$ cat config.mk
export PLATFORM = sky130hd
export DESIGN_NAME = scr_isqrt
export DESIGN_NICKNAME = d
export VERILOG_FILES = /design/src/sv/scr_pkg.sv /design/src/sv/scr_isqrt.sv
export SDC_FILE = /design/constraint.sdc
export NUM_CORES = 1
export LEC_CHECK = 0
export ABC_AREA = 1
export ABC_CLOCK_PERIOD_IN_PS = 6300
export BUFFER_PORTS_ARGS = -buffer_cell sky130_fd_sc_hd__buf_4
export CAP_MARGIN = 20
export CORE_ASPECT_RATIO = 0.5
export CORE_MARGIN = 4
export CORE_UTILIZATION = 25
export CTS_BUF_LIST = sky130_fd_sc_hd__clkbuf_4
export DETAILED_ROUTE_END_ITERATION = 16
export GPL_ROUTABILITY_DRIVEN = 0
export HOLD_SLACK_MARGIN = 0.05
export PLACE_DENSITY = 0.47
export SLEW_MARGIN = 20
export SYNTH_ARGS = -nofsm -noshare
export SYNTH_HDL_FRONTEND = slang
export SYNTH_SLANG_ARGS = --single-unit
$ cat constraint.sdc
create_clock -name clk -period 6.3 [get_ports clk]
set_input_delay 1.26 -clock clk [delete_from_list [all_inputs] [get_ports clk]]
set_output_delay 1.26 -clock clk [all_outputs]
set_load 0.005 [all_outputs]
$ cat src/sv/scr_pkg.sv
// Shared constants, op codes and a helper function for the seam carving resizer.
// No dependencies; used by scr_isqrt, seam_carving_resizer_top and tb_top.
`timescale 1ns / 1ps
package scr_pkg;
	// default image limits
	localparam int DEF_MAX_WIDTH  = 256;
	localparam int DEF_MAX_HEIGHT = 256;

	// field widths
	localparam int PIX_W  = 24;
	localparam int GAP_W  = 10;
	localparam int SQ_W   = 32;
	localparam int ROOT_W = 16;
	localparam int SQ_STEPS = 16;

	// operation codes
	localparam logic [1:0] OP_WRITE = 2'd0;
	localparam logic [1:0] OP_CARVE = 2'd1;
	localparam logic [1:0] OP_READ  = 2'd2;

	// register indexes
	localparam logic [1:0] REG_SRC_W = 2'd0;
	localparam logic [1:0] REG_SRC_H = 2'd1;
	localparam logic [1:0] REG_TGT_W = 2'd2;
	localparam logic [1:0] REG_TGT_H = 2'd3;

	// sum of absolute channel differences between two RGB pixels
	function automatic logic [GAP_W-1:0] colour_gap(input logic [PIX_W-1:0] a,
			input logic [PIX_W-1:0] b);
		logic [7:0] dr, dg, db;
		dr = (a[23:16] > b[23:16]) ? a[23:16] - b[23:16] : b[23:16] - a[23:16];
		dg = (a[15:8] > b[15:8]) ? a[15:8] - b[15:8] : b[15:8] - a[15:8];
		db = (a[7:0] > b[7:0]) ? a[7:0] - b[7:0] : b[7:0] - a[7:0];
		return GAP_W'(dr) + GAP_W'(dg) + GAP_W'(db);
	endfunction
endpackage

$ cat src/sv/scr_isqrt.sv
// Iterative integer square root, two radicand bits per cycle.
// Depends on scr_pkg.
`timescale 1ns / 1ps
module scr_isqrt (
	input  logic                       clk,
	input  logic                       arst_n,
	input  logic                       start,
	input  logic [scr_pkg::SQ_W-1:0]   radicand,
	output logic                       done,
	output logic [scr_pkg::ROOT_W-1:0] root
);
	import scr_pkg::*;

	logic [SQ_W-1:0] x_q, res_q, bit_q;
	logic [4:0]      cnt_q;
	logic            busy_q, done_q;
	logic [SQ_W-1:0] trial;

	assign trial = res_q + bit_q;

	// one restoring step per cycle
	always_ff @(posedge clk or negedge arst_n) begin
		if (!arst_n) begin
			busy_q <= 1'b0;
			done_q <= 1'b0;
			cnt_q  <= '0;
			x_q    <= '0;
			res_q  <= '0;
			bit_q  <= '0;
		end else begin
			done_q <= 1'b0;
			if (start) begin
				x_q    <= radicand;
				res_q  <= '0;
				bit_q  <= SQ_W'(1) << (SQ_W - 2);
				cnt_q  <= '0;
				busy_q <= 1'b1;
			end else if (busy_q) begin
				if (x_q >= trial) begin
					x_q   <= x_q - trial;
					res_q <= (res_q >> 1) + bit_q;
				end else begin
					res_q <= res_q >> 1;
				end
				bit_q <= bit_q >> 2;
				cnt_q <= cnt_q + 5'd1;
				if (cnt_q == 5'(SQ_STEPS - 1)) begin
					busy_q <= 1'b0;
					done_q <= 1'b1;
				end
			end
		end
	end

	assign done = done_q;
	assign root = res_q[ROOT_W-1:0];
endmodule

==> results.sh, run 1 <==
export IMPL_grt_max_degree=54
export IMPL_fin_cells=2147
export IMPL_endpoint_kind="register"
export IMPL_start_util_pct=25.4
export IMPL_r2r_start="res_q[10]"
export IMPL_required_ps=6690
export IMPL_hp_class="reg -> reg"
export IMPL_setup_ws_ps=1590
export IMPL_rows=50
export IMPL_fin_skew_ps=18.2
export IMPL_fin_nets=1751
export IMPL_outcome="completed"
export IMPL_dieHeight_um=146
export IMPL_rr_worst_depth=20
export IMPL_grt_util_all_layers_pct=16.0
export IMPL_critPathMaxFanout=47
export IMPL_cts_buffers=9
export IMPL_fin_tns_setup_ps=0
export IMPL_yosysWarningCount=0
export IMPL_finish_utilization_pct=27.8
export IMPL_synthMuxAreaShare_pct=0
export IMPL_rr_endpoint="x_q[0]"
export IMPL_worst_setup_path_start_kind="register"
export IMPL_post_cts_buffers=0
export IMPL_final_setup_viol_count=0
export IMPL_ant_nets=0
export IMPL_rsz0062_at_grt="false"
export IMPL_ir_drop_uv=139
export IMPL_clk_path_buf_depth=2
export IMPL_final_hold_viol_count=0
export IMPL_drtIter0Drc=736
export IMPL_synth_nets=1732
export IMPL_fmax_ghz=0.212
export IMPL_drc=0
export IMPL_first_pass_iters=10
export IMPL_ys_types=40
export IMPL_reg2reg_setup_slack_ps=1590
export IMPL_fin_crit_ps=4710
export IMPL_crit_arrival_ps=5110
export IMPL_synth_xor_area_share_pct=4.13
export IMPL_vias=9714
export IMPL_cts_resized=0
export IMPL_clock_latency_ps=530
export IMPL_cts_htree_levels=3
export IMPL_dieArea_mm2=0.0415
export IMPL_slew_violations=0
export IMPL_antenna_found_initial=1
export IMPL_design_core_area_mm2=0.0375
export IMPL_ys_seq_area_share_pct=22.8
export IMPL_wl_per_cell_um=15.5
export IMPL_syn_cell_area_mm2=0.00953
export IMPL_die_w_um=284
export IMPL_synth_cells=1628
export IMPL_vias_per_cell=4.52
export IMPL_dp_slack_ps=1580
export IMPL_boundaryPins=52
export IMPL_cts_hold_buffers=0
export IMPL_fin_crit_sh_pct=74.8
export IMPL_p_leak_nw=5.46
export IMPL_grt_pass1_wl_mm=52.7
export IMPL_post_dp_hpwl_mm=26.2
export IMPL_portBuffers=51
export IMPL_drive_above_1_share_pct=5.99
export IMPL_root_buffer="clkbuf_4"
export IMPL_dp_cells=2130
export IMPL_power_density_mw_per_mm2=423
export IMPL_synth_compound_area_share_pct=8.23
export IMPL_synth_edf_count=0
export IMPL_whs_path_depth=1
export IMPL_grt_pass1_vias=9473
export IMPL_worstHoldStart="cnt_q[2]"
export IMPL_path_clk_slew_ps=160
export IMPL_ys_ff_latch=87
export IMPL_drv_cap=0
export IMPL_slew_headroom_pct=41.5
export IMPL_crit_start="res_q[10]"
export IMPL_cts_tree="yes"
export IMPL_synthFlopType="dfrtp_1"
export IMPL_syn_avg_cell_area_um2=5.86
export IMPL_synth_top_family_by_area="simple AND/OR/NAND/NOR gates"
export IMPL_syn_to_final_growth_pct=9.36
export IMPL_synthAdderAreaFrac_pct=9.13
export IMPL_grt_overflow=0
export IMPL_clkSinkCount=87
export IMPL_synth_simple_gate_area_share_pct=42.4
export IMPL_setup_worst_path_class="reg -> reg"
export IMPL_worstMarginPinSlew_ps=877
export IMPL_wl_mm=33.2
export IMPL_async_reset_ff_share_pct=100
export IMPL_holdPathEnd="cnt_q[2]"
-- kinds of logic after synthesis --
group           Yosys count
buf+inv                 306
flops                    87
simple gates            977
fa+ha+maj                69
xor+xnor                 45
compound gates          144
-- layer usage --
metal / GRT usage, % / wire [um] / vias to the layer above
met5: 0 / 0 / -
met4: 3.41 / 575 / 0
met3: 1.59 / 795 / 38
met2: 26.0 / 14800 / 151
met1: 23.1 / 17000 / 4405
li1: - / - / 5120
-- cells in the mapped netlist, types with 2 or more instances --
| cell | n | area, um2 |
|---|---|---|
| a21oi_1 | 57 | 285 |
| a21oi_2 | 2 | 17.5 |
| a31oi_1 | 2 | 12.5 |
| and2_1 | 7 | 43.8 |
| buf_2 | 7 | 35.0 |
| buf_4 | 19 | 143 |
| buf_6 | 5 | 56.3 |
| clkbuf_1 | 16 | 60.1 |
| dfrtp_1 | 87 | 2180 |
| ha_1 | 68 | 851 |
| inv_1 | 255 | 957 |
| inv_2 | 2 | 7.51 |
| nand2_1 | 653 | 2450 |
| nand2_2 | 2 | 12.5 |
| nand2_4 | 2 | 22.5 |
| nand3_1 | 151 | 756 |
| nand3b_1 | 7 | 52.6 |
| nand4_1 | 13 | 81.3 |
| nor2_1 | 104 | 390 |
| nor2_2 | 4 | 25.0 |
| nor3_1 | 15 | 75.1 |
| nor4_1 | 3 | 18.8 |
| o211ai_1 | 3 | 22.5 |
| o21a_1 | 4 | 30.0 |
| o21ai_0 | 41 | 205 |
| o21ai_1 | 12 | 60.1 |
| o21bai_1 | 3 | 22.5 |
| o22ai_1 | 18 | 113 |
| or2_1 | 3 | 18.8 |
| or2_2 | 10 | 62.6 |
| xnor2_1 | 17 | 149 |
| xor2_1 | 28 | 245 |
-- through the flow --
| stage | total power, mW | hold WS (ps) | instance area, um2 |
|---|---|---|---|
| after detailed placement | 4.02 | 476 | 10300 |
| after global routing | 4.92 | 529 | 10400 |
| final | 4.41 | 511 | 10400 |
| after CTS | 4.42 | 512 | 10400 |
| after global placement | 4.03 | 468 | 10300 |
| after floorplan | 3.26 | 455 | 9530 |
-- cell type report --
cell class | instances | area (um2)
Inverter | 258 | 971
Multi-Input combinational cell | 1235 | 6090
Clock buffer | 10 | 75.1
Clock inverter | 6 | 68.8
Fill cell | 4329 | 27100
Timing Repair Buffer | 56 | 420
Sequential cell | 87 | 2180
Tap cell | 494 | 618
Antenna cell | 1 | 2.50
-- how the worst max path moves through the flow --
stage,end,slack (ps),cells past startpoint
2_1_floorplan,res_q[28],3020,22
3_3_place_gp,x_q[27],1580,21
3_5_place_dp,x_q[0],1580,20
4_1_cts,x_q[0],1540,20
5_1_grt,x_q[0],970,21
6_report,x_q[0],1590,20
-- layout by cell type, fill, tap and decap left out, drive strengths merged, types with 10 or more instances in the layout --
| cell type | count |
|---|---|
| nand2 | 657 |
| o22ai | 18 |
| nand4 | 13 |
| dfrtp | 87 |
| clkbuf | 10 |
| a21oi | 59 |
| inv | 259 |
| xnor2 | 17 |
| nor2 | 109 |
| nand3 | 152 |
| buf | 56 |
| nor3 | 15 |
| or2 | 13 |
| o21ai | 53 |
| xor2 | 28 |
| ha | 68 |
-- registers in the layout (all words and copies together) (netlist names) --
signal	count
busy_q	1
x_q	32
bit_q	16
cnt_q	5
res_q	32
done	1
-- critical path: stages (launching register included) --
cell      delay (ps)
dfrtp_1          540
ha_1             410
nand2_1          110
o21ai_0          160
inv_1             70
o211ai_1         330
nand2_1          150
nand2_1          140
nand2_1           80
nand2_1           90
xnor2_1          120
ha_1             420
nand2_1          110
nor2_1           190
nand2_1          110
nor2_1           200
nand2_4          100
nand2_4          440
nand2_1          130
nand2_2          490
o21ai_0          180
-- power by group --
group	leakage, nW	internal, mW	switching, mW
Combinational	4.26	1.04	2.07
Clock	0.0786	0.128	0.250
Sequential	1.12	0.721	0.200
Total	5.46	1.89	2.52
No activity file was read; power rests on OpenSTA's default activity.
==> run 2, diff against run 1 <==
Settings changed: ABC_AREA 1 to 0, ABC_CLOCK_PERIOD_IN_PS 6300 to 4220, PLACE_DENSITY 0.47 to 0.49.
Clock period 6.3 ns to 4.22 ns, I/O delays scaled along.
==> results.sh, run 2 <==
export IMPL_outcome="complete, but fails checks"
export IMPL_violations="negative setup slack"
export IMPL_portBuffers=51
export IMPL_slew_violations=0
export IMPL_power_total_mw=6.09
export IMPL_hold_ws_ps=432
export IMPL_drtIter0Drc=482
export IMPL_ys_types=62
export IMPL_cp_num_buf_inv=2
export IMPL_yosys_area_top_type="dfrtp_1"
export IMPL_crit_family="compound AO/OA/AOI/OAI gates"
export IMPL_crit_arrival_ps=5020
export IMPL_synth_simple_gate_area_share_pct=17.0
export IMPL_endpoint_kind="register"
export IMPL_root_buffer="clkbuf_4"
export IMPL_vias_per_cell=4.90
export IMPL_synth_nets=1040
export IMPL_clkSinkCount=87
export IMPL_worst_path_most_repeated_cell="or3_1"
export IMPL_wl_per_cell_um=15.7
export IMPL_design_core_area_mm2=0.0304
export IMPL_clock_latency_ps=520
export IMPL_synthAdderAreaFrac_pct=11.3
export IMPL_cts_htree_levels=3
export IMPL_worstMarginPinSlew_ps=962
export IMPL_start_util_pct=25.5
export IMPL_ir_drop_uv=350
export IMPL_synthMuxAreaShare_pct=6.18
export IMPL_synth_edf_count=0
export IMPL_syn_avg_cell_area_um2=8.27
export IMPL_async_reset_ff_share_pct=100
export IMPL_grt_max_degree=92
export IMPL_grt_util_all_layers_pct=13.9
export IMPL_synth_xor_area_share_pct=8.04
export IMPL_dieArea_mm2=0.0340
export IMPL_p_leak_nw=4.85
export IMPL_hp_class="in -> async"
export IMPL_yosysMostFrequentCell="nor2_1"
export IMPL_nFillCells=3136
export IMPL_critical_path_max_stage_delay_ps=460
export IMPL_cts_buffers=9
export IMPL_grt_overflow=0
export IMPL_die_w_um=257
export IMPL_vias=7582
export IMPL_synth_top_area_share_pct=28.1
export IMPL_rsz0062_at_grt="true"
export IMPL_fin_nets=1246
export IMPL_worst_setup_path_start_kind="register"
export IMPL_synthTopCellsByCount="nor2_1 (102), dfrtp_1 (87), nand2_1 (81)"
export IMPL_power_density_mw_per_mm2=574
export IMPL_dieHeight_um=132
export IMPL_cts_tree="yes"
export IMPL_path_clk_slew_ps=170
export IMPL_reg_top3="res_q (32), x_q (32), bit_q (16)"
export IMPL_fin_crit_ps=4600
export IMPL_first_pass_iters=5
export IMPL_synth_cells=936
export IMPL_crit_chain="ha_4 -> a31oi_1 -> o21ai_2 -> a21oi_2 -> a31o_4 -> o41ai_4 -> a31oi_2 -> buf_4 -> xor2_2 -> ha_1 -> nand2_2 -> or3_1 -> or3_1 -> a211o_1 -> and3b_4 -> buf_6 -> or3_1 -> a311oi_1"
export IMPL_drc=0
export IMPL_synth_compound_area_share_pct=23.3
export IMPL_critPathMaxFanout=26
export IMPL_grt_pass1_vias=7407
export IMPL_drv_cap=0
export IMPL_post_dp_hpwl_mm=17.9
export IMPL_setup_ws_ps=-379
export IMPL_fin_crit_sh_pct=109
export IMPL_yosysWarningCount=0
export IMPL_required_ps=4640
export IMPL_final_hold_viol_count=0
export IMPL_layout_commonest_cell="buf_4"
export IMPL_finish_utilization_pct=34.9
export IMPL_ys_seq_area_share_pct=28.1
export IMPL_slew_headroom_pct=35.9
export IMPL_setup_worst_path_class="reg -> reg"
export IMPL_final_cell_mix="buf_4 (243), nor2_1 (93), dfrtp_1 (86)"
export IMPL_drive_above_1_share_pct=32.3
export IMPL_fmax_ghz=0.217
export IMPL_antenna_found_initial=1
export IMPL_dp_slack_ps=-589
export IMPL_clk_path_buf_depth=2
export IMPL_synth_top_family_by_area="compound AO/OA/AOI/OAI gates"
export IMPL_ant_nets=0
export IMPL_ys_ff_latch=87
export IMPL_fin_cells=1547
export IMPL_dp_cells=1502
export IMPL_final_setup_viol_count=64
export IMPL_rows=45
export IMPL_grt_pass1_wl_mm=38.7
export IMPL_slowest_stage="dfrtp_1"
export IMPL_synthTopCellsByArea="dfrtp_1 (28%), ha_1 (11%), mux2i_1 (5.3%)"
export IMPL_synthFlopType="dfrtp_1"
export IMPL_dpl_instance_area_mm2=0.00974
export IMPL_syn_to_final_growth_pct=37.0
export IMPL_fin_skew_ps=26.3
export IMPL_syn_cell_area_mm2=0.00774
export IMPL_final_area_mm2=0.0106
export IMPL_wl_mm=24.3
export IMPL_boundaryPins=52
export IMPL_fin_tns_setup_ps=-18020
run 2: changes by cell type in the layout (fill, tap and decap cells not counted), moves of 18 or more:
cell	previous run	this run
inv_1	255	33
a21o_1	1	19
nand3_1	151	7
xnor2_1	17	37
nand2_1	653	74
mux2i_1	0	39
buf_4	56	243
a31oi_1	2	23
run 2: layer usage:
metal | GRT usage [%] | part of all wire (%) | vias to the layer above
li1 | - | - | 3801
met1 | 20.0 | 51 | 3647
met2 | 21.9 | 44 | 117
met3 | 2.37 | 3.6 | 17
met4 | 3.06 | 1.2 | 0
met5 | 0 | 0 | -
run 2: path summary, 6_finish.rpt:
kind | start | depth (start not counted) | to | slack, ps
max in group asynchronous | arst_n | 2 | x_q[8] | 2940
worst min-delay path | arst_n | 1 | x_q[28] | 430
worst max-delay path | res_q[10] | 18 | res_q[27] | -380
min in group clk | radicand[28] | 3 | x_q[28] | 520
worst max register to register | res_q[10] | 18 | res_q[27] | -380
worst min register to register | cnt_q[3] | 2 | cnt_q[3] | 560
run 2: cell families after synthesis:
kind of cell,after synthesis
XOR/XNOR,71
AND/OR/NAND/NOR,279
buffers and inverters,97
flip-flops,87
AO/OA/AOI/OAI,286
multiplexers,47
adder cells (fa/ha/maj),69
run 2: power breakdown:
part / internal [mW] / switching [mW] / total, mW
logic: 2.19 / 2.25 / 4.44
clock network: 0.130 / 0.366 / 0.496
registers: 1.00 / 0.148 / 1.15
run 2: cell type report:
| cell class | instances | area (um2) | share of cell area (%) |
|---|---|---|---|
| Clock buffer | 9 | 67.6 | 0.637 |
| Tap cell | 399 | 499 | 4.71 |
| Timing Repair Buffer | 257 | 2040 | 19.2 |
| Antenna cell | 1 | 2.50 | 0.0236 |
| Clock inverter | 7 | 55.1 | 0.519 |
| Inverter | 33 | 124 | 1.17 |
| Sequential cell | 87 | 2180 | 20.5 |
| Multi-Input combinational cell | 754 | 5640 | 53.2 |
run 2: repair_timing:
action / 4_1_cts / 5_1_grt
setup buffers: 10 / 15
hold buffers: 0 / 0
cloned: 5 / 0
endpoints found under the hold margin: 0 / 0
pin swaps: 33 / 36
endpoints found under the setup margin: 64 / 64
resized for setup: 52 / 62
==> run 3, diff against run 2 <==
Settings changed: CORE_UTILIZATION 25 to 30, PLACE_DENSITY 0.49 to 0.55, TNS_END_PERCENT set to 1.
==> results.sh, run 3 (synthesized netlist as in run 2, its figures left out) <==
export IMPL_ant_nets=0
export IMPL_fin_crit_ps=4690
export IMPL_hold_ws_ps=265
export IMPL_fin_skew_ps=14.1
export IMPL_syn_to_final_growth_pct=30.8
export IMPL_fin_crit_sh_pct=111
export IMPL_reg2reg_setup_slack_ps=-470
export IMPL_drtIter0Drc=371
export IMPL_grt_util_all_layers_pct=15.6
export IMPL_fin_cells=1469
export IMPL_clkSinkCount=87
export IMPL_dp_cells=1444
export IMPL_layout_commonest_cell="buf_4"
export IMPL_required_ps=4620
export IMPL_post_dp_hpwl_mm=17.2
export IMPL_slew_violations=0
export IMPL_die_w_um=235
export IMPL_portBuffers=51
export IMPL_clk_path_buf_depth=2
export IMPL_dp_slack_ps=-619
export IMPL_p_int_mw=3.26
export IMPL_critical_path_max_stage_delay_ps=420
export IMPL_grt_max_degree=96
export IMPL_boundaryPins=52
export IMPL_violations="negative setup slack"
export IMPL_ir_drop_uv=227
export IMPL_reg_top3="res_q (32), x_q (32), bit_q (16)"
export IMPL_antenna_found_initial=1
export IMPL_switching_share_pct=43.7
export IMPL_design_core_area_mm2=0.0253
export IMPL_slew_headroom_pct=33.2
export IMPL_power_density_mw_per_mm2=572
export IMPL_dieArea_mm2=0.0286
export IMPL_pwr_share_comb_pct=70.2
export IMPL_power_total_mw=5.78
export IMPL_finish_utilization_pct=40.0
export IMPL_crit_chain="ha_2 -> ha_4 -> a21o_1 -> a31oi_2 -> o211ai_1 -> nand4bb_1 -> nand2_1 -> o41a_1 -> and3_1 -> o21ai_2 -> xor2_2 -> ha_1 -> nand2_2 -> or3_1 -> or3_1 -> a211o_1 -> and3b_4 -> buf_12 -> or3_1 -> a311oi_2"
export IMPL_fin_tns_setup_ps=-24650
export IMPL_dpl_instance_area_mm2=0.00961
export IMPL_cts_hold_buffers=0
export IMPL_cts_htree_levels=3
export IMPL_worst_setup_path_start_kind="register"
export IMPL_rows=41
export IMPL_slowest_stage="dfrtp_1"
export IMPL_hp_class="in -> async"
export IMPL_worst_path_most_repeated_cell="or3_1"
export IMPL_final_area_mm2=0.0101
export IMPL_p_sw_mw=2.53
export IMPL_vias_per_cell=5.06
export IMPL_grt_pass1_vias=7203
export IMPL_outcome="complete, but fails checks"
export IMPL_endpoint_kind="register"
export IMPL_final_setup_viol_count=64
export IMPL_wl_per_cell_um=15.5
export IMPL_start_util_pct=30.6
export IMPL_clock_latency_ps=470
export IMPL_rsz0062_at_grt="true"
export IMPL_root_buffer="clkbuf_4"
export IMPL_fin_nets=1223
export IMPL_seq_power_share_pct=19.7
export IMPL_p_clk_share_pct=10.2
export IMPL_drive_above_1_share_pct=27.4
export IMPL_final_hold_viol_count=0
export IMPL_crit_arrival_ps=5090
export IMPL_setup_worst_path_class="reg -> reg"
export IMPL_cts_tree="yes"
export IMPL_grt_overflow=0
export IMPL_fmax_ghz=0.213
export IMPL_drc=0
export IMPL_path_clk_slew_ps=160
export IMPL_cts_buffers=9
export IMPL_p_leak_nw=4.74
export IMPL_setup_ws_ps=-470
export IMPL_dieHeight_um=122
export IMPL_wl_mm=22.8
export IMPL_grt_pass1_wl_mm=36.9
export IMPL_vias=7436
export IMPL_worstMarginPinSlew_ps=1000
export IMPL_critPathMaxFanout=23
export IMPL_first_pass_iters=5
export IMPL_drv_cap=0
export IMPL_final_cell_mix="buf_4 (224), nor2_1 (100), dfrtp_1 (86)"
## run 3: cell count changes in the layout (fill, tap and decap cells not counted), moves of 6 or more
cell and change:
ha_4 -6, o21ai_0 +8, a21oi_1 +14, ha_1 +6
o21ai_1 -7, buf_4 -19, nor2_1 +7, a21oi_2 -13
nor2_2 -6
## run 3: final cells by class
cell class,instances,area [um2]
Fill cell,2490,15200
Multi-Input combinational cell,754,5370
Sequential cell,87,2180
Timing Repair Buffer,234,1840
Tap cell,344,430
Inverter,33,124
Clock inverter,7,103
Clock buffer,9,67.6
Antenna cell,1,2.50
## run 3: final timing paths
kind / startpoint / to / cells past startpoint
max reg2reg: bit_q[0] / res_q[19] / 20
max in group asynchronous: arst_n / busy_q / 2
min: arst_n / x_q[15] / 1
max: bit_q[0] / res_q[19] / 20
min reg2reg: x_q[25] / x_q[25] / 2
min in group clk: radicand[25] / x_q[25] / 3
## run 3: timing repair
action                     CTS  global route
pin swaps                   18            18
setup endpoints to repair   64            64
buffers inserted             2             2
resized for setup           20            35
cloned                       1             3
## run 3: worst max-delay path, delay by kind of cell, from the launching register on
kind,cells,cell delay [ps]
AOI/OAI and AO/OA,7,1520
xor gates and xnor gates,1,120
adders and majority gates,3,700
buffers and inverters,1,160
DFF,1,420
and+or+nand+nor,8,1680
## run 3: metal layers
| layer | vias up | global-route usage [%] | routed length, um |
|---|---|---|---|
| met1 | 3545 | 23.0 | 11900 |
| met5 | - | 0 | 0 |
| li1 | 3758 | - | - |
| met4 | 0 | 2.88 | 248 |
| met3 | 21 | 2.31 | 775 |
| met2 | 112 | 24.7 | 9880 |
## run 3: power groups by stage
| stage | sequential (mW) | combinational (mW) | clock (mW) |
|---|---|---|---|
| floorplan | 1.11 | 2.45 | 0 |
| finish | 1.14 | 4.06 | 0.588 |
| global route | 1.15 | 4.48 | 0.640 |
| global placement | 1.15 | 3.55 | 0 |
| detailed placement | 1.15 | 3.60 | 0 |
| CTS | 1.14 | 3.76 | 0.614 |
